[config.mk]
export PLATFORM = sky130hd
export DESIGN_NAME = fpw_addr_unit
export DESIGN_NICKNAME = d
export VERILOG_FILES = /design/src/rtl/assert_macros.svh /design/src/rtl/fpw_pkg.sv /design/src/rtl/fpw_addr_unit.sv
export SDC_FILE = /design/constraint.sdc
export NUM_CORES = 1
export LEC_CHECK = 0
export ABC_AREA = 1
export ABC_CLOCK_PERIOD_IN_PS = 1800
export BUFFER_PORTS_ARGS = -buffer_cell sky130_fd_sc_hd__buf_4
export CORE_MARGIN = 3
export CORE_UTILIZATION = 35
export DETAILED_ROUTE_END_ITERATION = 16
export GPL_TIMING_DRIVEN = 0
export PLACE_DENSITY = 0.91
export SYNTH_ARGS = -nofsm -noshare
export SYNTH_HDL_FRONTEND = slang
export SYNTH_SLANG_ARGS = --single-unit
[constraint.sdc]
create_clock -name vclk -period 1.8
set_input_delay 0.27 -clock vclk [all_inputs]
set_output_delay 0.27 -clock vclk [all_outputs]
set_load 0.005 [all_outputs]
[src/rtl/assert_macros.svh]
// Assertion macros used by the page-walk sequencer.
`ifndef ASSERT_MACROS_SVH
`define ASSERT_MACROS_SVH

// Implication checked on every clock edge outside reset.
`define FPW_ASSERT_IMPL(lbl, ante, cons) \
	lbl: assert property (@(posedge clk) disable iff (!arst_n) (ante) |-> (cons)) \
		else $error("page walk assertion failed");

// Implication whose consequence is checked in the cycle after the antecedent.
`define FPW_ASSERT_NEXT(lbl, ante, cons) \
	lbl: assert property (@(posedge clk) disable iff (!arst_n) (ante) |=> (cons)) \
		else $error("page walk assertion failed");

// Condition that must never be seen outside reset.
`define FPW_ASSERT_NEVER(lbl, cond) \
	lbl: assert property (@(posedge clk) disable iff (!arst_n) !(cond)) \
		else $error("page walk assertion failed");

`endif

[src/rtl/fpw_pkg.sv]
// Shared types and constants of the four-level page walk.
package fpw_pkg;

	localparam int TABLE_WORDS_DEF = 4096;

	localparam int PA_W   = 52;
	localparam int VA_W   = 48;
	localparam int WORD_W = 64;
	localparam int WIDX_W = 12;
	localparam int FLAG_W = 12;

	// Request kinds
	localparam logic ACT_WRITE = 1'b0;
	localparam logic ACT_XLATE = 1'b1;

	// Page sizes reported in results
	localparam logic [1:0] PAGE_4K = 2'd0;
	localparam logic [1:0] PAGE_2M = 2'd1;
	localparam logic [1:0] PAGE_1G = 2'd2;

	// Level of the entry whose read is outstanding
	localparam logic [1:0] LVL_PML4 = 2'd3;
	localparam logic [1:0] LVL_PDPT = 2'd2;
	localparam logic [1:0] LVL_PD   = 2'd1;
	localparam logic [1:0] LVL_PT   = 2'd0;

	// Entry bit positions
	localparam int BIT_PRESENT = 0;
	localparam int BIT_HUGE    = 7;
	localparam int BIT_NX      = 63;

	typedef struct packed {
		logic we;
		logic re;
	} mem_ctl_t;

endpackage

[src/rtl/fpw_addr_unit.sv]
// Shared table-word address unit: (table base / 8 + index) folded to the memory size.
module fpw_addr_unit #(
	parameter int ADDR_W = 12
) (
	input  logic [fpw_pkg::PA_W-1:0]   tbl_base,
	input  logic [fpw_pkg::WIDX_W-1:0] idx,
	output logic [ADDR_W-1:0]          addr
);

	localparam int SUM_W = fpw_pkg::PA_W - 2;

	logic [SUM_W-1:0] sum;

	assign sum  = {1'b0, tbl_base[fpw_pkg::PA_W-1:3]}
		+ {{(SUM_W - fpw_pkg::WIDX_W){1'b0}}, idx};
	// Power-of-two depth: the fold is a plain truncation
	assign addr = sum[ADDR_W-1:0];

endmodule

==> out/qor.txt <==
WP data required = 1.53 ns
First-pass GRT wire length = 3.070 mm
Least-Margin Pin Slew = 0.2110 ns
Pwr Total = 346.6 uW
CLK BUF = 0
Max cap viols = 0
Critical-path maximum fanout = 4
FP Rows = 14
Final setup vio count = 0
Critical Path Start Type = primary input
Yosys top cell area share = 29.59%
DRT Pass-1 Iters = 4
Register area = 0 um^2
PwrDens = 350.2 mW/mm^2
Slowest CP cell = fa_2
CP arrival = 1.46 ns
Final Wtd Congestion = 0.8224
GRT Util Overall = 15.51%
Fin crit share = 96.08%
Largest net degree at the start of global routing = 7
Routed WL = 1.974 mm
Worst rel slew slack = 85.94%
Final setup TNS = 0 ns
Fmax = 578.2 MHz
Filler instances = 175
Synth Cell Area = 634.4 um^2
Chip height = 48.57 um
Cell accounting for the most synthesized area = nand2_1
CP Class = in -> out
Hold path depth = 3
Die area = 0.002359 mm^2
Via count = 854
Worst-path cell chain = buf_4 -> ha_4 -> fa_2 -> nand2_2 -> nand3_2 -> nand3_2 -> nand2_1 -> nand2_1 -> nand2_1 -> buf_4
Total grt overflow = 0
Layout cells sized above 1 = 33.97%
Dpl ws = -0.1084 ns
Seq_cells = 0
DR iter-0 viols = 14
Ys Warns = 0
Drc violations = 0
Most frequent cells in the layout = nand2_1, buf_4, inv_1
CP peak stage delay = 0.38 ns
Pins Over Slew Limit = 0
Pleak = 0.0005967 uW
Core Region = 0.001612 mm^2
Peak supply drop = 0.2103 mV
Initial antenna violation count = 0
CP dominant cell by count = nand2_1
Die Width = 48.57 um
Crit end category = output pin
Mapped Cells = 119
Largest cells by area after synthesis = nand2_1, ha_1, inv_1
Initial cell density of the core = 39.36%
Hold WC Path Type = in -> out
Final net count = 234
Area growth syn-to-layout = 56.02%
Final-report hold violation count = 0
ANT nets after route = 0
Sequential share of the synthesized area = 0%
Routed len/inst = 10.97 um
Ant diodes = 0
Vias in the first global route = 808
Syn_area_per_cell = 5.331 um^2
Post-synthesis cell type count = 13
Most common cell after layout, fill and taps aside = nand2_1
Hpwl dp = 1.733 mm
Port bufs = 36
Vias per inst = 4.744
# hold bufs at CTS = 0
Unrepaired setup endpoints after global routing = true
Status = complete, no violations
Period minus WS final = 1.729 ns
Final worst slack = 0.07064 ns
Net Count, Synth = 195
Ports = 76
-- per-stage QoR --
stage	instance area, um^2	hold slack (ns)	utilization [%]	instances
final	989.7	0.8378	61.41	180
after global routing	989.7	0.8505	61.41	180
after CTS	957.2	0.8420	59.39	180
after detailed placement	934.6	0.8376	58.00	179
after global placement	934.6	0.8172	58.00	179
after floorplan	634.4	0.6486	-	119
-- logic make-up (layout without fill, tap and decap cells) --
group,count (synthesis),count (layout),synth area share (%)
compound gates,4,4,3.156
xor+xnor,7,7,9.665
fa+ha+maj,12,12,24.85
buf+inv,21,58,12.43
simple gates,75,75,49.90
-- routing by layer --
| metal | vias to the layer above | global-route usage [%] | routed length (um) |
|---|---|---|---|
| li1 | 449 | - | - |
| met1 | 379 | 15.60 | 720 |
| met2 | 22 | 33.94 | 1137 |
| met3 | 4 | 0.6135 | 75 |
| met4 | 0 | 3.318 | 40 |
| met5 | - | 0 | 0 |
-- synthesized netlist by cell type --
cell	n
a21oi_1	4
fa_1	1
ha_1	11
inv_1	21
nand2_1	50
nand3_1	11
nand3_2	1
nand4_1	3
nor2_1	7
nor2_2	2
or2_2	1
xnor2_1	1
xor2_1	6
-- area by class of cell --
type,instances,area (um^2),share of cell area [%]
inverters,21,78.83,7.965
multi-input cells,98,603.1,60.94
well taps,24,30.03,3.034
repair buffers,37,277.8,28.07
-- power by group --
group          total, uW  leakage [uW]  internal (uW)  switching, uW
clock network          0             0              0              0
logic                347      0.000597            179            168
registers              0             0              0              0
-- repair_timing --
| item | 4_1_cts | 5_1_grt |
|---|---|---|
| resized for setup | 3 | 10 |
| pin swaps | 2 | 1 |
| cloned | 0 | 0 |
| buffers inserted | 1 | 0 |
| endpoints found under the setup margin | 4 | 6 |
-- path summary, 6_finish.rpt --
kind / startpoint / end / slack, ns
worst min-delay path: idx[0] / addr[0] / 0.84
worst max-delay path: tbl_base[3] / addr[8] / 0.07
-- critical path, delay by kind of cell --
kind	cells	cell delay, ns
buffers and inverters	2	0.24
and+or+nand+nor	6	0.40
adders and majority gates	2	0.54
Power figures use the tool's default switching activity.
