==> config.mk <==
export PLATFORM = sky130hd
export DESIGN_NAME = fpw_seq
export DESIGN_NICKNAME = d
export VERILOG_FILES = /design/src/rtl/fpw_pkg.sv /design/src/rtl/fpw_seq.sv
export VERILOG_INCLUDE_DIRS = /design/src /design/src/rtl
export SDC_FILE = /design/constraint.sdc
export NUM_CORES = 1
export LEC_CHECK = 0
export ABC_AREA = 1
export BUFFER_PORTS_ARGS = -buffer_cell sky130_fd_sc_hd__clkbuf_2
export CAP_MARGIN = 0
export CORE_AREA = 2 2 122 124
export DETAILED_ROUTE_END_ITERATION = 10
export DIE_AREA = 0 0 124 126
export GPL_TIMING_DRIVEN = 0
export PLACE_DENSITY_LB_ADDON = 0.15
export RECOVER_POWER = 25
export SLEW_MARGIN = 10
export SYNTH_ARGS = -nofsm -noshare
export SYNTH_HDL_FRONTEND = slang
export SYNTH_SLANG_ARGS = --single-unit
==> constraint.sdc <==
create_clock -name clk -period 5.15 [get_ports clk]
set_input_delay 1.03 -clock clk [delete_from_list [all_inputs] [get_ports clk]]
set_output_delay 1.03 -clock clk [all_outputs]
set_load 0.02 [all_outputs]
==> src/rtl/assert_macros.svh <==
// Assertion macros used by the page-walk sequencer.
`ifndef ASSERT_MACROS_SVH
`define ASSERT_MACROS_SVH

// Implication checked on every clock edge outside reset.
`define FPW_ASSERT_IMPL(lbl, ante, cons) \
	lbl: assert property (@(posedge clk) disable iff (!arst_n) (ante) |-> (cons)) \
		else $error("page walk assertion failed");

// Implication whose consequence is checked in the cycle after the antecedent.
`define FPW_ASSERT_NEXT(lbl, ante, cons) \
	lbl: assert property (@(posedge clk) disable iff (!arst_n) (ante) |=> (cons)) \
		else $error("page walk assertion failed");

// Condition that must never be seen outside reset.
`define FPW_ASSERT_NEVER(lbl, cond) \
	lbl: assert property (@(posedge clk) disable iff (!arst_n) !(cond)) \
		else $error("page walk assertion failed");

`endif

==> src/rtl/fpw_pkg.sv <==
// Shared types and constants of the four-level page walk.
package fpw_pkg;

	localparam int TABLE_WORDS_DEF = 4096;

	localparam int PA_W   = 52;
	localparam int VA_W   = 48;
	localparam int WORD_W = 64;
	localparam int WIDX_W = 12;
	localparam int FLAG_W = 12;

	// Request kinds
	localparam logic ACT_WRITE = 1'b0;
	localparam logic ACT_XLATE = 1'b1;

	// Page sizes reported in results
	localparam logic [1:0] PAGE_4K = 2'd0;
	localparam logic [1:0] PAGE_2M = 2'd1;
	localparam logic [1:0] PAGE_1G = 2'd2;

	// Level of the entry whose read is outstanding
	localparam logic [1:0] LVL_PML4 = 2'd3;
	localparam logic [1:0] LVL_PDPT = 2'd2;
	localparam logic [1:0] LVL_PD   = 2'd1;
	localparam logic [1:0] LVL_PT   = 2'd0;

	// Entry bit positions
	localparam int BIT_PRESENT = 0;
	localparam int BIT_HUGE    = 7;
	localparam int BIT_NX      = 63;

	typedef struct packed {
		logic we;
		logic re;
	} mem_ctl_t;

endpackage

==> src/rtl/fpw_seq.sv <==
// Walk sequencer: steers the address unit and the table RAM, forms the result.
`include "assert_macros.svh"

module fpw_seq (
	input  logic                         clk,
	input  logic                         arst_n,
	input  logic                         start,
	input  logic                         action,
	input  logic [fpw_pkg::WIDX_W-1:0]   word_index,
	input  logic [fpw_pkg::VA_W-1:0]     vaddr,
	input  logic [fpw_pkg::PA_W-1:0]     root_base,
	input  logic [fpw_pkg::WORD_W-1:0]   rd_data,
	output logic                         busy,
	output fpw_pkg::mem_ctl_t            mem_ctl,
	output logic [fpw_pkg::PA_W-1:0]     op_base,
	output logic [fpw_pkg::WIDX_W-1:0]   op_idx,
	output logic                         done,
	output logic                         mapped,
	output logic [fpw_pkg::PA_W-1:0]     paddr,
	output logic [fpw_pkg::FLAG_W-1:0]   flag_bits,
	output logic                         no_execute,
	output logic [1:0]                   pg_size
);

	typedef enum logic [1:0] {
		ST_IDLE = 2'b01,
		ST_WALK = 2'b10
	} state_t;

	state_t                       state_q;
	logic [1:0]                   level_q;
	logic [fpw_pkg::VA_W-1:0]     va_q;
	logic                         done_q;
	logic                         mapped_q;
	logic [fpw_pkg::PA_W-1:0]     pa_q;
	logic [fpw_pkg::FLAG_W-1:0]   flags_q;
	logic                         nx_q;
	logic [1:0]                   size_q;

	logic                         accept;
	logic                         present;
	logic                         huge;
	logic                         leaf;
	logic [fpw_pkg::PA_W-1:0]     frame;
	logic [8:0]                   next_idx;
	logic [fpw_pkg::PA_W-1:0]     leaf_pa;
	logic [1:0]                   leaf_size;

	assign busy    = (state_q == ST_WALK);
	assign accept  = start && !busy;
	assign present = rd_data[fpw_pkg::BIT_PRESENT];
	assign huge    = rd_data[fpw_pkg::BIT_HUGE];
	assign frame   = {rd_data[fpw_pkg::PA_W-1:12], 12'b0};

	// Stop on a missing entry, a huge PDPT or PD entry, or the PT entry
	assign leaf = !present || (level_q == fpw_pkg::LVL_PT)
		|| (huge && (level_q == fpw_pkg::LVL_PDPT || level_q == fpw_pkg::LVL_PD));

	always_comb begin
		case (level_q)
			fpw_pkg::LVL_PML4: next_idx = va_q[38:30];
			fpw_pkg::LVL_PDPT: next_idx = va_q[29:21];
			fpw_pkg::LVL_PD:   next_idx = va_q[20:12];
			default:           next_idx = 9'd0;
		endcase
	end

	always_comb begin
		case (level_q)
			fpw_pkg::LVL_PDPT: begin
				leaf_pa   = {rd_data[fpw_pkg::PA_W-1:30], va_q[29:0]};
				leaf_size = fpw_pkg::PAGE_1G;
			end
			fpw_pkg::LVL_PD: begin
				leaf_pa   = {rd_data[fpw_pkg::PA_W-1:21], va_q[20:0]};
				leaf_size = fpw_pkg::PAGE_2M;
			end
			default: begin
				leaf_pa   = {rd_data[fpw_pkg::PA_W-1:12], va_q[11:0]};
				leaf_size = fpw_pkg::PAGE_4K;
			end
		endcase
	end

	// Operand steering for the shared address unit
	always_comb begin
		mem_ctl.we = 1'b0;
		mem_ctl.re = 1'b0;
		op_base    = '0;
		op_idx     = '0;
		if (busy) begin
			op_base    = frame;
			op_idx     = {3'b0, next_idx};
			mem_ctl.re = !leaf;
		end else if (action == fpw_pkg::ACT_WRITE) begin
			op_idx     = word_index;
			mem_ctl.we = start;
		end else begin
			op_base    = {root_base[fpw_pkg::PA_W-1:12], 12'b0};
			op_idx     = {3'b0, vaddr[47:39]};
			mem_ctl.re = start;
		end
	end

	always_ff @(posedge clk or negedge arst_n) begin
		if (!arst_n) begin
			state_q <= ST_IDLE;
			level_q <= fpw_pkg::LVL_PML4;
			done_q  <= 1'b0;
		end else begin
			done_q <= 1'b0;
			case (state_q)
				ST_IDLE: begin
					if (accept && action == fpw_pkg::ACT_XLATE) begin
						state_q <= ST_WALK;
						level_q <= fpw_pkg::LVL_PML4;
					end
				end
				ST_WALK: begin
					if (leaf) begin
						state_q <= ST_IDLE;
						done_q  <= 1'b1;
					end else begin
						level_q <= level_q - 2'd1;
					end
				end
				default: begin
					state_q <= ST_IDLE;
				end
			endcase
		end
	end

	always_ff @(posedge clk) begin
		if (accept) begin
			va_q <= vaddr;
		end
		if (busy && leaf) begin
			mapped_q <= present;
			pa_q     <= present ? leaf_pa : '0;
			flags_q  <= present ? rd_data[fpw_pkg::FLAG_W-1:0] : '0;
			nx_q     <= present && rd_data[fpw_pkg::BIT_NX];
			size_q   <= present ? leaf_size : fpw_pkg::PAGE_4K;
		end
	end

	assign done       = done_q;
	assign mapped     = mapped_q;
	assign paddr      = pa_q;
	assign flag_bits  = flags_q;
	assign no_execute = nx_q;
	assign pg_size    = size_q;

	`FPW_ASSERT_NEVER(a_no_rw_clash, mem_ctl.we && mem_ctl.re)
	`FPW_ASSERT_NEXT(a_done_one_cycle, done_q, !done_q)
	`FPW_ASSERT_NEXT(a_xlate_walks, accept && action == fpw_pkg::ACT_XLATE, state_q == ST_WALK)
	`FPW_ASSERT_IMPL(a_unmapped_zero, done_q && !mapped_q,
		pa_q == '0 && size_q == fpw_pkg::PAGE_4K && !nx_q)

endmodule

==> metrics.md <==
| Metric | Value |
|---|---|
| CP dominant cell by count | o21ai_0 |
| Clk_skew | 0.003951 ns |
| Routed len/inst | 14.87 um |
| Outcome | complete, no violations |
| Crit end category | output port |
| Max Freq | 307.0 MHz |
| Buffers on Ports | 279 |
| CP peak stage delay | 0.45 ns |
| Leakage power | 3.689 nW |
| Critical Path AT | 2.23 ns |
| Clk sinks | 111 |
| Root Driver | clkbuf_16 |
| Cts bufs inserted | 9 |
| Post_cts resized | 0 |
| Post-synthesis sequential area ratio | 62.44% |
| Vias/cell | 4.589 |
| Initial antenna violation count | 0 |
| RSZ-0062 raised after global routing | false |
| WHS Path Cells | 2 |
| ANT nets after route | 0 |
| Post-CTS Hold Buffers | 0 |
| Mapped Cells | 552 |
| Synthesized flop and latch total | 111 |
| Clock Latency Late Sink | 0.35 ns |
| Tot Pwr | 0.002224 W |
| Slowest cell on crit path | clkbuf_1 |
| Fin util | 51.23% |
| Detailed Routing Iterations Pass 1 | 4 |
| ANT cells | 0 |
| GP Congestion | 0.8689 |
| Final Hold Fails | 0 |
| CTS tree | yes |
| Power Density | 303.3 mW/mm2 |
| Cell chain of the critical path | buf_4 > clkbuf_1 > o21ai_0 > o21ai_0 > clkbuf_2 |
| Pre-CTS setup slack | 1.869 ns |
| Post-synth top flop | edfxtp_1 |
| Min-Delay Path Class | reg -> reg |
| Largest net degree at the start of global routing | 28 |
| Post-synth top cells | nand2_1, edfxtp_1, inv_1 |
| DRC viols | 0 |
| Die Wd | 124 um |
| CP bufs+invs | 3 |
| CP required | 4.12 ns |
| Die area | 0.01562 mm2 |
| Most frequent cell after synthesis | nand2_1 |
| Slew Limit Fails | 0 |
| Crit start category | input port |
| Synth top area share | 60.01% |
| Period utilization | 63.25% |
| DPL Wire Length | 12650 um |
| Io pins | 316 |
| Yosys warning count | 0 |
| Post-synth EDFFs | 106 |
| # setup viols final | 0 |
| VDD IR max | 0.0001362 V |
| Fin crit period | 3.258 ns |
| H-tree depth | 3 |
| R2R setup slack | 2.64 ns |
| Share of cells above drive strength 1 | 38.68% |
| Worst-path clk slew | 0.07 ns |
| Worst reg2reg path depth | 7 |
| Async SR Flop Fraction | 4.505% |
| Post-CTS Setup Bufs | 0 |
| CP Max Fanout | 10 |
| Mapped Area | 0.005304 mm2 |
| Syn avg cell area | 9.608 um2 |
| CP delay by family, top | buffers and inverters |
| Starting Density | 37.05% |
| Slew headroom | 51.28% |
| Hold wc startpoint | va_q[7]$_DFFE_PP_ |
| Die H | 126 um |
| Tot GR Track Use | 19.78% |
| DR iter-0 viols | 250 |
| Yosys cell types | 23 |
| Worst flop-to-flop path startpoint | level_q[0]$_DFFE_PN1P_ |
| GR Overflow Total | 0 |
| Total number of vias | 4796 |
| FF-to-FF End | paddr[3]$_SDFFCE_PN0P_ |
| Final WL | 15540 um |
| Maxcap violations | 0 |
| Area grow syn2layout | 38.26% |
| Maximum root-to-sink buffer count | 2 |
| Number of global-route vias before repair | 4581 |
| Actual slew at the worst max-slew pin | 0.7291 ns |
| First-pass GRT wire length | 23000 um |
| Row Count | 44 |
| Synth top area cells | edfxtp_1, nand2_1, o21ai_0 |
| Critical path type | in -> out |
| Core Box Area | 0.01431 mm2 |
| Final nets | 1043 |
| Area leader, netlist | edfxtp_1 |
| Worst setup margin | 1.892 ns |
| Hold endpoint | paddr[7]$_SDFFCE_PN0P_ |
registers in the layout, indices dropped and copies added, names as in the netlist:
register,count
done,1
mapped,1
pg_size,2
flag_bits,11
va_q,39
no_execute,1
paddr,52
level_q,2
state_q,2
cells by family after synthesis:
| family | Yosys count | synth area share, % |
|---|---|---|
| adder cells (fa/ha/maj) | 7 | 1.651 |
| other | 1 | 0.07070 |
| buffers and inverters | 111 | 9.625 |
| flip-flops | 111 | 62.44 |
| AO/OA/AOI/OAI | 76 | 7.596 |
| AND/OR/NAND/NOR | 246 | 18.61 |
routing by layer:
| layer | vias to the layer above | global-route usage, % | wire length (um) |
|---|---|---|---|
| met5 | - | 0 | 0 |
| met4 | 0 | 8.724 | 419 |
| met3 | 29 | 3.804 | 1043 |
| met2 | 195 | 35.16 | 8092 |
| met1 | 2184 | 22.87 | 5988 |
| li1 | 2388 | - | - |
metrics by stage:
step / instances / TNS (ns) / hold WS [ns] / area [um2]
floorplan: 563 / 0 / 0.4814 / 5345
global placement: 1026 / -68.33 / 0.4867 / 6972
detailed placement: 1029 / 0 / 0.4898 / 7054
CTS: 1045 / 0 / 0.4793 / 7345
global route: 1045 / 0 / 0.5358 / 7333
finish: 1045 / 0 / 0.5033 / 7333
layout make-up:
cell class                 instances  area (um2)
buffer                            44       254.0
clock buffer                      10       229.0
clock inverter                     6       61.31
fill                            1395        6980
inverter                          67       251.5
multi-input combinational        341        1538
sequential                       111        3312
tap                              184       230.2
timing repair buffer             282        1458
where the power goes:
group          internal (W)  switching (W)  total (W)
registers           0.00104      0.0000167    0.00106
clock network      0.000375       0.000306   0.000681
logic              0.000173       0.000315   0.000488
total               0.00159       0.000638    0.00222
layout by cell type (no fill, tap or decap), drive strengths merged:
cell type / instances
inv: 67
nor2: 17
nand2: 197
edfxtp: 106
o21ai: 58
o211ai: 9
ha: 7
buf: 35
nand3: 30
clkbuf: 301
nand4: 1
conb: 12
a21oi: 9
nor3: 1
dfrtp: 2
dfstp: 3
clkinvlp: 3
clkinv: 2
bufinv: 1
how the worst max path moves through the flow:
| stage | cells past startpoint | to | startpoint |
|---|---|---|---|
| after floorplan | 5 | flag_bits[10]$_SDFFCE_PN0P_ | rd_data[0] |
| after global placement | 6 | done$_DFF_PN0_ | rd_data[0] |
| after detailed placement | 5 | op_idx[7] | action |
| after CTS | 5 | op_idx[7] | action |
| after global routing | 5 | op_idx[8] | action |
| final | 5 | op_idx[7] | action |
worst reg2reg max path, delay by kind of cell, from the launching register on:
kind,cells,cell delay (ns)
adder cells (fa/ha/maj),1,0.36
buffers and inverters,3,0.48
flip-flops,1,0.63
AND/OR/NAND/NOR,3,0.74
Power figures use the tool's default switching activity.
